### config.mk
export PLATFORM = sky130hd
export DESIGN_NAME = dds_mip_chain_descriptor_core
export DESIGN_NICKNAME = d
export VERILOG_FILES = /design/src/rtl/dds_mip_pkg.sv /design/src/rtl/dds_mip_len.sv /design/src/rtl/dds_mip_chain_descriptor_core.sv
export SDC_FILE = /design/constraint.sdc
export NUM_CORES = 1
export LEC_CHECK = 0
export CAP_MARGIN = 30
export CORE_UTILIZATION = 52
export DETAILED_ROUTE_END_ITERATION = 10
export DONT_BUFFER_PORTS = 1
export PLACE_DENSITY = 0.72
export SYNTH_ARGS = -nofsm -noshare
export SYNTH_HDL_FRONTEND = slang
export SYNTH_SLANG_ARGS = --single-unit
### constraint.sdc
create_clock -name i_clk -period 7 [get_ports i_clk]
set_input_delay 0.7 -clock i_clk [delete_from_list [all_inputs] [get_ports i_clk]]
set_output_delay 0.7 -clock i_clk [all_outputs]
set_load 0.05 [all_outputs]
### src/rtl/dds_mip_pkg.sv
// Package for the DDS mip chain descriptor core.
// Holds header constants, result codes, word widths and the sequencer state type.
// No dependencies; used by dds_mip_len and dds_mip_chain_descriptor_core.
package dds_mip_pkg;

    // header constants
    localparam logic [31:0] HDR_SIGNATURE    = 32'h2053_4444;
    localparam int          FLAG_COUNT_BIT   = 17;   // header_flags 0x20000
    localparam int          PF_FOURCC_BIT    = 2;    // pixel_format_flags 0x4
    localparam logic [31:0] CODE_DXT1        = 32'h3154_5844;
    localparam logic [31:0] CODE_DXT3        = 32'h3354_5844;
    localparam logic [31:0] CODE_DXT5        = 32'h3554_5844;

    // level limits
    localparam int MAX_LEVELS_DEF = 32;
    localparam int RESULT_CAP     = 32;

    // field widths
    localparam int LVL_W  = 5;
    localparam int DIM_W  = 16;
    localparam int WORD_W = 32;

    // stream word widths
    localparam int S_TDATA_W = 224;
    localparam int M_TDATA_W = 104;
    localparam int M_TUSER_W = 4;

    // status codes
    localparam logic [1:0] ST_OK        = 2'd0;
    localparam logic [1:0] ST_BAD_MAGIC = 2'd1;
    localparam logic [1:0] ST_NO_FOURCC = 2'd2;
    localparam logic [1:0] ST_BAD_CODE  = 2'd3;

    // texture format codes
    localparam logic [1:0] FMT_NONE = 2'd0;
    localparam logic [1:0] FMT_DXT1 = 2'd1;
    localparam logic [1:0] FMT_DXT3 = 2'd2;
    localparam logic [1:0] FMT_DXT5 = 2'd3;

    // sequencer states, one-hot
    typedef enum logic [3:0] {
        S_IDLE   = 4'b0001,
        S_DECODE = 4'b0010,
        S_CALC   = 4'b0100,
        S_EMIT   = 4'b1000
    } t_state;

endpackage

### src/rtl/dds_mip_len.sv
// Mip level byte length unit: one multiply per level, result registered.
// len = ((max(4,w)/4) * max(4,h)) / 4 * block_bytes, block_bytes 8 or 16.
// Depends on dds_mip_pkg.
module dds_mip_len (
    input  logic                               i_clk,
    input  logic                               i_en,
    input  logic [dds_mip_pkg::DIM_W-1:0]      i_width,
    input  logic [dds_mip_pkg::DIM_W-1:0]      i_height,
    input  logic                               i_block16,
    output logic [dds_mip_pkg::WORD_W-1:0]     o_len
);

    logic [dds_mip_pkg::DIM_W-1:0] w_clamp;
    logic [dds_mip_pkg::DIM_W-1:0] h_clamp;
    logic [13:0]                   wq;
    logic [29:0]                   prod;
    logic [27:0]                   quads;
    logic [dds_mip_pkg::WORD_W-1:0] r_len;
    logic [dds_mip_pkg::WORD_W-1:0] n_len;

    // clamp to one block, then block columns times rows of pixels
    always_comb begin
        w_clamp = (i_width  < 16'd4) ? 16'd4 : i_width;
        h_clamp = (i_height < 16'd4) ? 16'd4 : i_height;
        wq      = w_clamp[15:2];
        prod    = 30'(wq) * 30'(h_clamp);
        quads   = prod[29:2];
        n_len   = i_block16 ? {quads, 4'b0000} : {1'b0, quads, 3'b000};
    end

    always_ff @(posedge i_clk) begin
        if (i_en) begin
            r_len <= n_len;
        end
    end

    assign o_len = r_len;

endmodule

### src/rtl/dds_mip_chain_descriptor_core.sv
// Top level of the DDS mip chain descriptor core: header decode and level sequencer.
// Depends on dds_mip_pkg and dds_mip_len.
//
// One header word goes in, and one descriptor word per mip level comes out
// (offset, length, width, height), or a single status word when the header is
// rejected (bad magic, no FourCC flag, or a code other than DXT1/DXT3/DXT5).
// The core handles one header at a time: tready is high only while idle. A
// header passes an accept state and a decode state, then each level goes
// through the shared length multiplier and then onto the output register,
// while a rejected header goes straight to the output register. Output
// backpressure holds the core in its output state. The level count is
// saturated to MAX_LEVELS and to 32. Writing i_cfg_wdata = 0 restricts
// output to the base level; reset value is 1.
module dds_mip_chain_descriptor_core #(
    parameter int MAX_LEVELS = dds_mip_pkg::MAX_LEVELS_DEF
) (
    input  logic                                i_clk,
    input  logic                                i_rst_n,
    // config: load_all_levels
    input  logic                                i_cfg_we,
    input  logic                                i_cfg_wdata,
    // header in
    input  logic                                i_s_axis_tvalid,
    output logic                                o_s_axis_tready,
    // magic_word[31:0], header_size[63:32], header_flags[95:64],
    // base_height[111:96], base_width[127:112], level_count_word[159:128],
    // pixel_format_flags[191:160], four_cc[223:192]
    input  logic [dds_mip_pkg::S_TDATA_W-1:0]   i_s_axis_tdata,
    // descriptors out
    output logic                                o_m_axis_tvalid,
    input  logic                                i_m_axis_tready,
    // level_number[4:0], level_width[20:5], level_height[36:21],
    // data_offset[68:37], data_length[100:69], zero[103:101]
    output logic [dds_mip_pkg::M_TDATA_W-1:0]   o_m_axis_tdata,
    // status[1:0], texture_format[3:2]
    output logic [dds_mip_pkg::M_TUSER_W-1:0]   o_m_axis_tuser,
    // last_level
    output logic                                o_m_axis_tlast
);

    localparam int CAP_RAW = (MAX_LEVELS > dds_mip_pkg::RESULT_CAP) ?
                             dds_mip_pkg::RESULT_CAP : MAX_LEVELS;
    localparam int CAP     = (CAP_RAW < 1) ? 1 : CAP_RAW;
    localparam logic [31:0] CAP_WORD = 32'(CAP);

    // control
    dds_mip_pkg::t_state r_state, n_state;
    logic r_load_all;

    // header fields
    logic [31:0] r_magic, n_magic;
    logic [31:0] r_hsize, n_hsize;
    logic [31:0] r_hflags, n_hflags;
    logic [31:0] r_count, n_count;
    logic [31:0] r_pflags, n_pflags;
    logic [31:0] r_fourcc, n_fourcc;

    // level state
    logic [1:0]  r_status, n_status;
    logic [1:0]  r_fmt, n_fmt;
    logic        r_block16, n_block16;
    logic [4:0]  r_level, n_level;
    logic [4:0]  r_last_idx, n_last_idx;
    logic [15:0] r_w, n_w;
    logic [15:0] r_h, n_h;
    logic [31:0] r_off, n_off;

    logic [31:0] len;
    logic [31:0] out_len;
    logic        count_ok;
    logic        is_last;

    // shared length unit, loaded once per level
    dds_mip_len u_len (
        .i_clk     (i_clk),
        .i_en      (r_state == dds_mip_pkg::S_CALC),
        .i_width   (r_w),
        .i_height  (r_h),
        .i_block16 (r_block16),
        .o_len     (len)
    );

    assign is_last  = (r_level == r_last_idx);
    assign count_ok = r_hflags[dds_mip_pkg::FLAG_COUNT_BIT] && r_load_all &&
                      !r_count[31] && (r_count > 32'd1);

    // sequencer next state
    always_comb begin
        n_state    = r_state;
        n_magic    = r_magic;
        n_hsize    = r_hsize;
        n_hflags   = r_hflags;
        n_count    = r_count;
        n_pflags   = r_pflags;
        n_fourcc   = r_fourcc;
        n_status   = r_status;
        n_fmt      = r_fmt;
        n_block16  = r_block16;
        n_level    = r_level;
        n_last_idx = r_last_idx;
        n_w        = r_w;
        n_h        = r_h;
        n_off      = r_off;

        unique case (r_state)
            dds_mip_pkg::S_IDLE: begin
                if (i_s_axis_tvalid) begin
                    n_magic  = i_s_axis_tdata[31:0];
                    n_hsize  = i_s_axis_tdata[63:32];
                    n_hflags = i_s_axis_tdata[95:64];
                    n_h      = i_s_axis_tdata[111:96];
                    n_w      = i_s_axis_tdata[127:112];
                    n_count  = i_s_axis_tdata[159:128];
                    n_pflags = i_s_axis_tdata[191:160];
                    n_fourcc = i_s_axis_tdata[223:192];
                    n_state  = dds_mip_pkg::S_DECODE;
                end
            end
            dds_mip_pkg::S_DECODE: begin
                n_level    = '0;
                n_fmt      = dds_mip_pkg::FMT_NONE;
                n_status   = dds_mip_pkg::ST_OK;
                n_block16  = 1'b1;
                n_off      = r_hsize + 32'd4;
                // saturated level count, stored as index of the last level
                if (!count_ok) begin
                    n_last_idx = '0;
                end else if (r_count >= CAP_WORD) begin
                    n_last_idx = 5'(CAP - 1);
                end else begin
                    n_last_idx = 5'(r_count - 32'd1);
                end
                if (r_magic != dds_mip_pkg::HDR_SIGNATURE) begin
                    n_status = dds_mip_pkg::ST_BAD_MAGIC;
                end else if (!r_pflags[dds_mip_pkg::PF_FOURCC_BIT]) begin
                    n_status = dds_mip_pkg::ST_NO_FOURCC;
                end else if (r_fourcc == dds_mip_pkg::CODE_DXT1) begin
                    n_fmt     = dds_mip_pkg::FMT_DXT1;
                    n_block16 = 1'b0;
                end else if (r_fourcc == dds_mip_pkg::CODE_DXT3) begin
                    n_fmt = dds_mip_pkg::FMT_DXT3;
                end else if (r_fourcc == dds_mip_pkg::CODE_DXT5) begin
                    n_fmt = dds_mip_pkg::FMT_DXT5;
                end else begin
                    n_status = dds_mip_pkg::ST_BAD_CODE;
                end
                if (n_status != dds_mip_pkg::ST_OK) begin
                    // rejected header: one zeroed status word
                    n_last_idx = '0;
                    n_w        = '0;
                    n_h        = '0;
                    n_off      = '0;
                    n_state    = dds_mip_pkg::S_EMIT;
                end else begin
                    n_state = dds_mip_pkg::S_CALC;
                end
            end
            dds_mip_pkg::S_CALC: begin
                n_state = dds_mip_pkg::S_EMIT;
            end
            dds_mip_pkg::S_EMIT: begin
                if (i_m_axis_tready) begin
                    if (is_last) begin
                        n_state = dds_mip_pkg::S_IDLE;
                    end else begin
                        // step to next level: accumulate offset, halve sizes
                        n_off   = r_off + len;
                        n_w     = (r_w[15:1] == 15'd0) ? 16'd1 : {1'b0, r_w[15:1]};
                        n_h     = (r_h[15:1] == 15'd0) ? 16'd1 : {1'b0, r_h[15:1]};
                        n_level = r_level + 5'd1;
                        n_state = dds_mip_pkg::S_CALC;
                    end
                end
            end
            default: begin
                n_state = dds_mip_pkg::S_IDLE;
            end
        endcase
    end

    // control registers
    always_ff @(posedge i_clk) begin
        if (!i_rst_n) begin
            r_state    <= dds_mip_pkg::S_IDLE;
            r_load_all <= 1'b1;
        end else begin
            r_state <= n_state;
            if (i_cfg_we) begin
                r_load_all <= i_cfg_wdata;
            end
        end
    end

    // payload registers
    always_ff @(posedge i_clk) begin
        r_magic    <= n_magic;
        r_hsize    <= n_hsize;
        r_hflags   <= n_hflags;
        r_count    <= n_count;
        r_pflags   <= n_pflags;
        r_fourcc   <= n_fourcc;
        r_status   <= n_status;
        r_fmt      <= n_fmt;
        r_block16  <= n_block16;
        r_level    <= n_level;
        r_last_idx <= n_last_idx;
        r_w        <= n_w;
        r_h        <= n_h;
        r_off      <= n_off;
    end

    // output word
    assign out_len         = (r_status == dds_mip_pkg::ST_OK) ? len : '0;
    assign o_s_axis_tready = (r_state == dds_mip_pkg::S_IDLE);
    assign o_m_axis_tvalid = (r_state == dds_mip_pkg::S_EMIT);
    assign o_m_axis_tdata  = {3'b000, out_len, r_off, r_h, r_w, r_level};
    assign o_m_axis_tuser  = {r_fmt, r_status};
    assign o_m_axis_tlast  = is_last;

endmodule

==> results.toml, run 1 <==
[setup_path]
worstSetupEndpointType = "flop"
crit_type = "reg2reg"
critical_path_required_ps = 7270
path_max_fanout = 5
reg2regPathDepth = 24
critPathLaunch = "r_h[11]"
startpoint_type = "flop"
worstPathArrival_ps = 7090
r2r_start = "r_h[11]"

[final_layout]
post_route_cells_drive_above_1_share = 0.101
seq_area_um2 = 7250
multi_input_area_um2 = 10700
antenna_cells = 0
fin_util = 0.583
layout.nets = 2264
fillers = 2906
area_delta_synth_final_pct = 10.0

[status]
violations = "DRC"
status = "finished, violations left"

[global_route]
grt_max_degree = 67
antenna_found_initial = 1
gr-total-overflow = 0
grt_pass1_wl_mm = 70.1
grt_pass1_vias = 13269
grt_use_total = 0.246

[yosys]
avgSynthCellArea_um2 = 11.0
synth_cell_types = 84
synth_edf_count = 238
yosysSeqAreaShare = 0.384
synth_seq_cells = 243
synthFlopType = "edfxtp_1"
synthCells = 1715
syn_area_um2 = 18900
ys_warn_count = 0
synth-async-reset-ratio = 0

[hold_path]
hp-start = "i_rst_n"
hold_path.class = "in2reg"
holdPathStages = 1

[placed_design]
port_buffers = 0
dp_hpwl_mm = 34.8
place_congestion = 0.892

[cts]
htreeDepth = 1
cts_sinks = 243
clkTransAtPathRegs_ps = 60
cts_tree = "built"
ctsHoldBuffers = 0
cts_buffer_depth = 3
insertion_delay_ps = 570
cts_root_buf = "clkbuf_16"
cts_made_buffers = 27

[timing]
drv_slew = 0
setup_viol_count_final = 0
post-route-period-util = 0.973
fmax_mhz = 147
max_slew_margin = 0.397
tightestPinTransition_ps = 902
finalHoldViolations = 0
clock-skew-final_ps = 25.8
min_period_ps = 6810
fin_setup_tns_ps = 0

[power_and_ir_drop]
p_leak_uw = 0.00879
irDropWorstVdd_uv = 826
powerDensity_nw_per_um2 = 570

[detailed_routing]
drc = 18
dr.pass1.iters = 8
finalWirelength_mm = 45.2
viasPerCell = 5.91
drt_iter0_markers = 719
wl_per_cell_um = 20.3
ant_nets = 0
num_vias = 13143

[flow_run]
cap_violations = 0

[floorplanning]
core_area_um2 = 35700
rows = 69
io_pins = 341
chipHeight_um = 193
start_util = 0.530
die-area_um2 = 37100
die_w_um = 193
stage by stage:
stage	cell area (um2)	std cells	total power [uW]	setup slack (ps)	hold slack, ps
after floorplan	18900	1720	8270	15.7	440
after global placement	19600	2168	9880	115	467
after detailed placement	19700	2170	10000	-72.2	464
after CTS	20600	2219	11600	26.5	175
after global routing	20800	2224	13000	-27.9	172
final	20800	2224	11900	189	194
cells in the mapped netlist (all sizes together), types with 6 or more instances:
library cell,number,area share
o31ai,8,0.0034
and2,124,0.041
nand4,18,0.0060
o21bai,13,0.0052
nor4b,16,0.0084
o21a,9,0.0036
nor2,57,0.011
ha,125,0.083
clkbuf,60,0.012
nor2b,10,0.0033
nand2b,8,0.0026
o211ai,6,0.0026
mux2,16,0.0095
nor3,19,0.0050
nand3,40,0.011
fa,166,0.18
buf,10,0.0039
and3,28,0.0093
o22ai,20,0.0066
nand2,175,0.035
nor4,20,0.0073
a21o,25,0.010
xnor2,41,0.019
nor4bb,7,0.0037
a211oi,7,0.0028
edfxtp,238,0.38
a2111oi,6,0.0038
a21oi,67,0.018
o21ai,25,0.0066
a22o,28,0.013
inv,210,0.042
xor2,43,0.020
final timing paths:
path | to | slack [ps]
max | u_len.o_len[29] | 190
min | r_load_all | 190
max reg2reg | u_len.o_len[29] | 190
min reg2reg | r_load_all | 490
critical path, stage by stage (launching register included):
cell	delay [ps]
edfxtp_1	400
nor4_1	320
nand4_1	280
buf_6	220
buf_4	140
and3_1	200
fa_1	490
ha_1	240
fa_1	540
inv_1	50
fa_1	490
inv_1	60
fa_1	550
inv_1	70
fa_1	530
inv_1	40
ha_1	340
nand2_1	100
nor3_2	140
nand3_1	170
a211o_1	350
and2_4	180
o311ai_4	330
and4_4	280
a2111oi_4	50
area by class of cell:
class,instances,area share
clock inverters,20,0.0128
repair buffers,64,0.0243
inverters,210,0.0381
multi-input cells,1197,0.515
clock buffers,29,0.0329
flip-flops and latches,243,0.349
well taps,461,0.0278
what timing repair did:
item,4_1_cts,5_1_grt
gates resized for setup,2,17
gates cloned,0,0
pin swaps,0,19
setup endpoints to repair,1,17
buffers inserted,0,4
sequential cells by signal, indices dropped and copies added (netlist names):
name / count
r_count: 32
r_fourcc: 32
r_hsize: 32
r_magic: 32
r_off: 32
u_len.o_len: 29
r_h: 16
r_w: 16
r_last_idx: 5
r_level: 5
r_state: 4
r_fmt: 2
r_status: 2
r_block16: 1
r_hflags: 1
r_load_all: 1
r_pflags: 1
cell usage in the layout, fill, tap and decap left out, drive strengths merged, types with 5 or more instances in the layout:
cell type,n
nor4,20
a211oi,7
o22ai,20
ha,125
a21oi,67
clkinv,7
nor2,57
and4,5
o211ai,6
inv,215
nand3,40
mux2,16
or4,5
o21ai,25
nor4b,16
o31ai,8
a22o,28
conb,6
dfxtp,5
buf,64
xnor2,41
o21bai,13
and2,124
a21o,25
nand2b,8
nor4bb,7
and3,28
nand2,175
nand4,18
clkbuf,29
edfxtp,238
fa,166
nor2b,10
nor3,19
xor2,43
a31oi,5
o21a,9
a2111oi,6
routing by layer:
metal / vias up / part of all wire / global-route usage / wire (um)
met5: - / 0.00038 / 0 / 17
met4: 2 / 0.036 / 0.0824 / 1620
met3: 115 / 0.069 / 0.0524 / 3100
met2: 469 / 0.50 / 0.425 / 22500
met1: 6567 / 0.40 / 0.305 / 17900
li1: 5990 / - / - / -
cell families after synthesis:
| logic type | count (synthesis) | synth area share |
|---|---|---|
| simple gates | 545 | 0.154 |
| flops | 243 | 0.384 |
| other cells | 1 | 0.000199 |
| fa+ha+maj | 291 | 0.259 |
| buf+inv | 280 | 0.0581 |
| mux | 17 | 0.0101 |
| xor+xnor | 84 | 0.0390 |
| compound gates | 254 | 0.0963 |
power by group:
group          switching [uW]  internal [uW]
clock network             616            874
logic                    4550           3720
registers                80.5           2010
Note: power is estimated with default switching activity, not from simulation.
==> run 2, diff against run 1 <==
--- a/config.mk
+++ b/config.mk
@@ -11,3 +11,3 @@
 export DONT_BUFFER_PORTS = 1
-export PLACE_DENSITY = 0.72
+export PLACE_DENSITY = 0.69
 export SYNTH_ARGS = -nofsm -noshare
==> constraint.sdc (replaced) <==
create_clock -name i_clk -period 6.93 [get_ports i_clk]
set_input_delay 1.386 -clock i_clk [delete_from_list [all_inputs] [get_ports i_clk]]
set_output_delay 1.386 -clock i_clk [all_outputs]
set_load 0.05 [all_outputs]
==> run 2 against run 1 <==
The flow still finishes with violations (DRC). Critical path depth unchanged. Largest power group unchanged. Largest cell class unchanged. Cell count is 0.54% higher. Routed wire length rose by 1.2%. Critical endpoint unchanged. Power rose by 3.4%. Highest routed layer unchanged. Global-route usage hardly changed. Utilization is 0.49 points higher. Count of clock-buffer cells in the layout stayed put.
==> results.toml, run 2 (synthesis gave the netlist of run 1 again) <==
[status]
status = "finished, violations left"
violations = "DRC"

[setup_path]
r2r_start = "r_h[9]"
cp_common_cell = "fa_1"
critical_path_required_ps = 7250
max_stage_delay_ps = 550
path_max_fanout = 5
startpoint_type = "flop"
reg2reg_to = "u_len.o_len[29]"
worstPathArrival_ps = 7070
slowest_stage = "fa_1"
reg2regPathDepth = 24
worstSetupEndpointType = "flop"
crit_chain = "nor4_2 -> nand4_1 -> buf_4 -> buf_4 -> and3_1 -> fa_1 -> ha_2 -> fa_1 -> inv_1 -> fa_1 -> inv_1 -> fa_1 -> inv_1 -> fa_1 -> inv_1 -> ha_4 -> nand2_1 -> nor3_4 -> nand3_2 -> a211o_1 -> and2_4 -> o311ai_4 -> and4_4 -> a2111oi_4"
r2r_setup_slack_ps = 180
crit_type = "reg2reg"

[final_layout]
multi_input_area_um2 = 10700
layout.nets = 2274
area_delta_synth_final_pct = 10.9
final_cell_count_no_fill = 2236
post_route_cells_drive_above_1_share = 0.108
final_cell_mix = "edfxtp_1 (238), inv_1 (208), nand2_1 (174), fa_1 (163), and2_1 (121)"
antenna_cells = 0
seq_area_um2 = 7250
fillers = 2880
layout_commonest_cell = "edfxtp_1"

[timing]
min_period_ps = 6750
max_slew_margin = 0.394
fin_setup_tns_ps = 0
post-route-period-util = 0.974
drv_slew = 0
tightestPinTransition_ps = 906
setup_viol_count_final = 0
worst_hold_slack_ps = 509
setup_ws_ps = 183
finalHoldViolations = 0
fmax_mhz = 148
clock-skew-final_ps = 45.0

[detailed_routing]
viasPerCell = 5.90
ant_nets = 0
drc = 20
drt_iter0_markers = 873
dr.pass1.iters = 9
finalWirelength_mm = 45.7
wl_per_cell_um = 20.4
num_vias = 13190

[global_route]
groute.layer.met2.usage = 0.419
grt_use_total = 0.247
busiest_layer = "met2"
gr-total-overflow = 0
grt_pass1_vias = 13126
met1_usage = 0.312
antenna_found_initial = 1
grt_pass1_wl_mm = 70.0
met3_usage = 0.0522
grt_max_degree = 79

[power_and_ir_drop]
powerDensity_nw_per_um2 = 585
irDropWorstVdd_uv = 663
p_leak_uw = 0.00888

[placed_design]
preCtsSetupSlack_ps = -28.0
place_congestion = 0.884
dp_hpwl_mm = 34.6
place_inst = 2179
port_buffers = 0

[cts]
cts_buffer_depth = 3
ctsHoldBuffers = 0
cts_tree = "built"
htreeDepth = 1
clkTransAtPathRegs_ps = 60
insertion_delay_ps = 600
cts_made_buffers = 28
cts_root_buf = "clkbuf_16"
cts_sinks = 243

[floorplanning]
start_util = 0.530
core_area_um2 = 35700
rows = 69
die_w_um = 193
io_pins = 341
die-area_um2 = 37100
chipHeight_um = 193

[hold_path]
hp-start = "r_load_all"
hold_end = "r_load_all"
holdPathStages = 2
hold_path.class = "reg2reg"

[flow_run]
cap_violations = 0
## run 2: stage by stage
| step | power (uW) | cell area (um2) | utilization |
|---|---|---|---|
| 4_1_cts | 12000 | 20800 | 0.583 |
| 5_1_grt | 13400 | 20900 | 0.588 |
| 3_3_place_gp | 10200 | 19700 | 0.553 |
| 3_5_place_dp | 10300 | 19700 | 0.554 |
| 6_report | 12300 | 20900 | 0.588 |
| 2_1_floorplan | 8360 | 18900 | - |
## run 2: what timing repair did
item                                    CTS  global route
buffers inserted                          0             4
endpoints found under the setup margin    1            18
pin swaps                                 0            25
gates cloned                              0             0
gates resized for setup                   1            20
## run 2: power by group
part / leakage, uW / total [uW] / internal [uW] / switching, uW
sequential: 0.00228 / 2110 / 2030 / 78.8
clock: 0.000503 / 1640 / 1010 / 634
combinational: 0.00610 / 8500 / 3900 / 4600
total: 0.00888 / 12200 / 6940 / 5310
## run 2: how the worst max path moves through the flow
stage / startpoint / endpoint / slack, ps / cells past startpoint
after floorplan: r_h[12] / u_len.o_len[29] / -40 / 21
after global placement: r_h[9] / u_len.o_len[29] / 50 / 21
after detailed placement: r_h[9] / u_len.o_len[30] / -30 / 23
after CTS: r_h[15] / u_len.o_len[29] / 20 / 23
after global routing: r_h[9] / u_len.o_len[29] / -40 / 24
final: r_h[9] / u_len.o_len[29] / 180 / 24
## run 2: area by class of cell
cell class | count | area share
clock buffer | 29 | 0.0336
sequential | 243 | 0.346
inverter | 210 | 0.0377
multi-input combinational | 1197 | 0.512
timing repair buffer | 73 | 0.0271
tap | 461 | 0.0275
clock inverter | 23 | 0.0158
## run 2: metal layers
layer	wire length, um	vias up
met4	1330	2
met3	3470	88
met5	14	-
met2	22700	501
met1	18200	6583
li1	-	6016
## run 2: critical path: cells and delay by family (launching register included)
kind / cells / cell delay, ps
AND/OR/NAND/NOR: 8 / 1680
flip-flops: 1 / 410
AO/OA/AOI/OAI: 3 / 780
adder cells (fa/ha/maj): 7 / 3040
buffers and inverters: 6 / 610
